--- config.mk ---
export PLATFORM = sky130hd
export DESIGN_NAME = arxdp_lane
export DESIGN_NICKNAME = d
export VERILOG_FILES = /design/src/sv/arxdp_pkg.sv /design/src/sv/arxdp_lane.sv
export SDC_FILE = /design/constraint.sdc
export NUM_CORES = 2
export LEC_CHECK = 0
export ABC_AREA = 1
export BUFFER_PORTS_ARGS = -buffer_cell sky130_fd_sc_hd__buf_2
export CORE_UTILIZATION = 55
export CTS_CLUSTER_DIAMETER = 100
export CTS_CLUSTER_SIZE = 10
export DETAILED_ROUTE_END_ITERATION = 10
export GPL_ROUTABILITY_DRIVEN = 0
export GPL_TIMING_DRIVEN = 1
export PLACE_DENSITY = 0.7
export SLEW_MARGIN = 20
export SYNTH_ARGS = -nofsm -noshare
export SYNTH_HDL_FRONTEND = slang
export SYNTH_SLANG_ARGS = --single-unit
--- constraint.sdc ---
create_clock -name clk -period 20.2 [get_ports clk]
set_input_delay 3.03 -clock clk [delete_from_list [all_inputs] [get_ports clk]]
set_output_delay 3.03 -clock clk [all_outputs]
set_load 0.01 [all_outputs]
--- src/sv/arxdp_pkg.sv ---
// ----------------------------------------------------------------------------
// arxdp_pkg
// Types, request codes and defaults shared by the ARX difference predictor.
// ----------------------------------------------------------------------------
`default_nettype none
package arxdp_pkg;

  localparam int CHANNELS_DEF   = 4;
  localparam int DELAY_TAPS_DEF = 15;
  localparam int SAMPLE_INPUTS  = 4;

  localparam logic [1:0] REQ_SAMPLE = 2'd0;
  localparam logic [1:0] REQ_COEF   = 2'd1;
  localparam logic [1:0] REQ_INIT   = 2'd2;
  localparam logic [1:0] REQ_CLEAR  = 2'd3;

  localparam logic signed [63:0] PRED_MAX = 64'sh0000_7FFF_FFFF_FFFF;
  localparam logic signed [63:0] PRED_MIN = -64'sh0000_8000_0000_0000;

  typedef struct packed {
    logic [1:0]         req_type;
    logic signed [31:0] sample_0;
    logic signed [31:0] sample_1;
    logic signed [31:0] sample_2;
    logic signed [31:0] sample_3;
    logic [1:0]         coef_channel;
    logic [3:0]         coef_delay;
    logic signed [31:0] coef_value;
  } req_t;

  typedef struct packed {
    logic signed [47:0] predicted_value;
    logic               saturated;
    logic               status;
  } rsp_t;

  typedef struct packed {
    logic push;
    logic init;
    logic clear;
    logic load;
    logic rotate;
    logic mul;
  } lane_ctl_t;

  typedef enum logic [1:0] {
    ST_IDLE,
    ST_RUN,
    ST_MERGE,
    ST_RESULT
  } state_t;

endpackage
`default_nettype wire

--- src/sv/arxdp_lane.sv ---
// ----------------------------------------------------------------------------
// arxdp_lane
// One channel: sample history ring, tap ring and a multiply-accumulate unit.
// ----------------------------------------------------------------------------
`default_nettype none
module arxdp_lane
  import arxdp_pkg::*;
#(
  parameter int DELAY_TAPS = DELAY_TAPS_DEF
) (
  input  wire logic               clk,
  input  wire logic               rst,
  input  wire lane_ctl_t          ctl,
  input  wire logic signed [31:0] sample,
  input  wire logic               coef_sel,
  input  wire logic [3:0]         coef_delay,
  input  wire logic signed [31:0] coef_value,
  output logic signed [31:0]      newest,
  output logic signed [63:0]      acc
);

  localparam int HD = DELAY_TAPS + 2;
  localparam int TIW = (DELAY_TAPS > 1) ? $clog2(DELAY_TAPS) : 1;

  logic signed [31:0] hist [HD];
  logic signed [31:0] taps [DELAY_TAPS];
  logic signed [64:0] prod;
  logic               prod_v;
  logic signed [32:0] diff;
  logic signed [64:0] prod_r;
  logic signed [48:0] rnd;
  logic [3:0]         dm1;
  logic [TIW-1:0]     tidx;
  logic               tap_wr;
  logic signed [32:0] tsum;
  logic signed [31:0] tsat;

  assign newest = hist[0];
  assign diff   = {hist[1][31], hist[1]} - {hist[2][31], hist[2]};
  assign prod_r = prod + 65'sd32768;
  assign rnd    = prod_r[64:16];
  assign dm1    = coef_delay - 4'd1;
  assign tidx   = TIW'(dm1);
  assign tap_wr = ctl.load && coef_sel && (coef_delay != 4'd0)
                  && ({2'b00, coef_delay} <= 6'(DELAY_TAPS));
  assign tsum   = {taps[tidx][31], taps[tidx]} + {coef_value[31], coef_value};

  always_comb begin
    if (tsum > 33'sh0_7FFF_FFFF) begin
      tsat = 32'sh7FFF_FFFF;
    end else if (tsum < -33'sh0_8000_0000) begin
      tsat = -32'sh8000_0000;
    end else begin
      tsat = tsum[31:0];
    end
  end

  always_ff @(posedge clk) begin
    if (rst) begin
      for (int i = 0; i < HD; i++) hist[i] <= '0;
    end else if (ctl.init) begin
      for (int i = 0; i < HD; i++) hist[i] <= sample;
    end else if (ctl.push) begin
      hist[0] <= sample;
      for (int i = 1; i < HD; i++) hist[i] <= hist[i-1];
    end else if (ctl.rotate) begin
      for (int i = 0; i < HD - 1; i++) hist[i] <= hist[i+1];
      hist[HD-1] <= hist[0];
    end
  end

  always_ff @(posedge clk) begin
    if (rst || ctl.clear) begin
      for (int i = 0; i < DELAY_TAPS; i++) taps[i] <= '0;
    end else if (tap_wr) begin
      taps[tidx] <= tsat;
    end else if (ctl.mul) begin
      for (int i = 0; i < DELAY_TAPS - 1; i++) taps[i] <= taps[i+1];
      taps[DELAY_TAPS-1] <= taps[0];
    end
  end

  always_ff @(posedge clk) begin
    if (rst) begin
      prod_v <= 1'b0;
    end else begin
      prod_v <= ctl.mul;
    end
    prod <= diff * taps[0];
    if (ctl.push) begin
      acc <= '0;
    end else if (prod_v) begin
      acc <= acc + 64'(rnd);
    end
  end

endmodule
`default_nettype wire

==> impl_metrics.csv <==
group,metric,value,unit
die,ios,173,
clocking,post_cts_buffers,0,
yosys,syn_area_per_cell,8.178,µm²
final_layout,final_area,108500,µm²
timing,finalClockSkew,0.05519,ns
yosys,ys_ff_latch,1171,
worst_setup_path,arrival,11.89,ns
yosys,yosysWarnings,0,
worst_setup_path,required,20.87,ns
clocking,post_cts_resized,0,
drt,first_pass_iters,7,
clocking,numClockSinks,1171,
grt,grt_pass1_vias,85980,
yosys,synthFlopType,"edfxtp_1",
timing,tightest_slew,1.277,ns
drt,wirelength,324.1,mm
yosys,ys_seq_area_share,33.30,%
worst_setup_path,cp-start-kind,"register",
yosys,syn_area,102100,µm²
yosys,synth_area_leaders,"edfxtp_1, fa_1, nand2_1, inv_1, nand3_1",
yosys,syn_inst,12490,
worst_hold_path,min_path_type,"register to register",
worst_setup_path,crit_fanout,20,
clocking,postCtsHoldBufs,0,
grt,antenna_found_initial,17,
clocking,cts_max_level,4,
worst_setup_path,slowest_stage,"fa_1",
clocking,cts_root_buffer,"clkbuf_16",
die,dieHeight,433.0,µm
die,core,183900,µm²
timing,min_period,11.22,ns
clocking,clk_latency,0.81,ns
clocking,clkSlewWorstSetupHoldPaths,0.06,ns
timing,maxClockFrequency,89.15,MHz
die,start_util,55.55,%
yosys,syn_nets,14000,
drt,ant_nets,0,
yosys,async_flop_share,0,%
timing,slew_headroom,14.85,%
yosys,synth-edff-count,1056,
die,rows,157,
timing,final.period_utilization,55.53,%
timing,setup_viol,0,
yosys,synth_top_area_cell,"edfxtp_1",
clocking,cts_tree,"yes",
grt,grt_usage,34.62,%
drt,vias,87340,
worst_setup_path,crit_type,"register to register",
drt,drt_iter0_drc,11030,
drt,drcViolationCount,0,
clocking,cts_buffers,137,
timing,fin_tns_setup,0,ns
timing,rsz0062_at_grt,"false",
grt,grt_overflow,0,
placed_design,port_buffers,172,
yosys,yosysTopAreaCellShare,31.04,%
clocking,cts_buffer_depth,3,
timing,hold_violations,0,
placed_design,place_hpwl,233.0,mm
placed_design,placed_cell_area,104600,µm²
die,die_x,433.0,µm
drt,vias_per_cell,5.901,
yosys,synth.distinct_cells,54,
grt,grt_pass1_wl,498.3,mm
worst_setup_path,critPathMaxStageDelay,1.11,ns
outcome,run_status,"finished, final reports clean",
die,die_area,187500,µm²
drt,wire_per_inst,21.90,µm
final_layout,syn2layout_area_growth,6.179,%
worst_setup_path,cp-end-kind,"register",
grt,grt_max_degree,257,
timing,drv_slew,0,
run,cap_violations,0,
final_layout,nets,13810,
final_layout,final_layout_size_suffix_gt1_share,4.882,%
final timing paths:
kind,depth (start not counted),slack [ns],start,endpoint
hold / removal,2,0.52,hist[0][516],hist[0][484]
setup reg to reg,37,8.98,hist[0][32],prod[60]
hold reg to reg,2,0.52,hist[0][516],hist[0][484]
setup / recovery,37,8.98,hist[0][32],prod[60]
sequential cells by signal (all words and copies together), names as in the netlist:
register  cells
hist        544
taps        512
acc          64
prod         50
prod_v        1
placed cells by master (no fill, tap or decap), drive strengths merged, types with 5 or more instances in the layout:
cell,n
nor3,42
nor2,1092
xor2,109
buf,313
a221oi,31
and3,7
fa,1114
a21o,21
inv,1778
a32o,35
a21oi,417
o21ai,221
nand4,46
diode,5
clkbuf,146
xnor2,34
o22ai,36
o221ai,6
edfxtp,1056
or2,14
ha,315
clkinv,20
nand3b,6
a21boi,14
a22oi,60
a31oi,19
nand2,4273
nand3,911
nor4,17
o21a,7
dfxtp,115
o21bai,42
cells by family after synthesis:
group,synth area share (%)
and+or+nand+nor,25.25
buffers and inverters,9.265
adders and majority gates,25.69
DFF,33.30
AOI/OAI and AO/OA,5.252
xor gates and xnor gates,1.241
layout make-up:
class | count | area (µm²)
Inverter | 1783 | 6718
Antenna cell | 5 | 12.51
Timing Repair Buffer | 313 | 2004
Sequential cell | 1171 | 34020
Clock inverter | 18 | 297.8
Clock buffer | 146 | 3526
Multi-Input combinational cell | 8901 | 58800
Fill cell | 16380 | 75410
Tap cell | 2464 | 3083
layer usage:
| layer | GRT usage [%] | part of all wire [%] | wire, µm | up-vias |
|---|---|---|---|---|
| met3 | 8.187 | 12 | 39090 | 1177 |
| met4 | 19.27 | 6.5 | 20910 | 12 |
| met1 | 44.60 | 37 | 119100 | 42050 |
| li1 | - | - | - | 38590 |
| met5 | 0 | 0.026 | 85 | - |
| met2 | 53.85 | 45 | 144900 | 5523 |
through the flow:
stage,util (%),hold WS [ns],std cells,setup slack (ns)
after floorplan,-,0.4984,12490,6.422
after global placement,56.87,0.5078,14630,9.272
after detailed placement,56.89,0.5156,14630,9.154
after CTS,58.97,0.5178,14800,9.114
after global routing,58.98,0.5598,14800,8.232
final,58.99,0.5250,14800,8.983
critical path, delay by kind of cell, from the launching register on:
| family | cells | cell delay (ns) |
|---|---|---|
| adders and majority gates | 11 | 6.07 |
| and+or+nand+nor | 16 | 3.16 |
| buffers and inverters | 8 | 1.04 |
| AOI/OAI and AO/OA | 2 | 0.40 |
| DFF | 1 | 0.39 |
cells in the mapped netlist, types with 8 or more instances:
library cell     n
a21boi_0        13
a21o_1          21
a21oi_1        414
a221oi_1        31
a22oi_1         60
a31oi_1         19
a32o_1          35
buf_1           26
buf_2           41
buf_4           53
buf_6           16
clkbuf_1       497
clkinv_1        11
dfxtp_1        115
edfxtp_1      1056
fa_1          1114
ha_1           315
inv_1         1751
inv_2           21
nand2_1       4224
nand2_2         20
nand2_4         29
nand3_1        911
nand4_1         46
nor2_1        1089
nor3_1          40
nor4_1          17
o21ai_0        212
o21ai_1          8
o21bai_1        42
o22ai_1         36
or2_2           14
xnor2_1         33
xor2_1         108
Power is left out: the tool's default activity adds up to more than one toggle a clock period on the data nets, which glitch-free logic cannot reach.
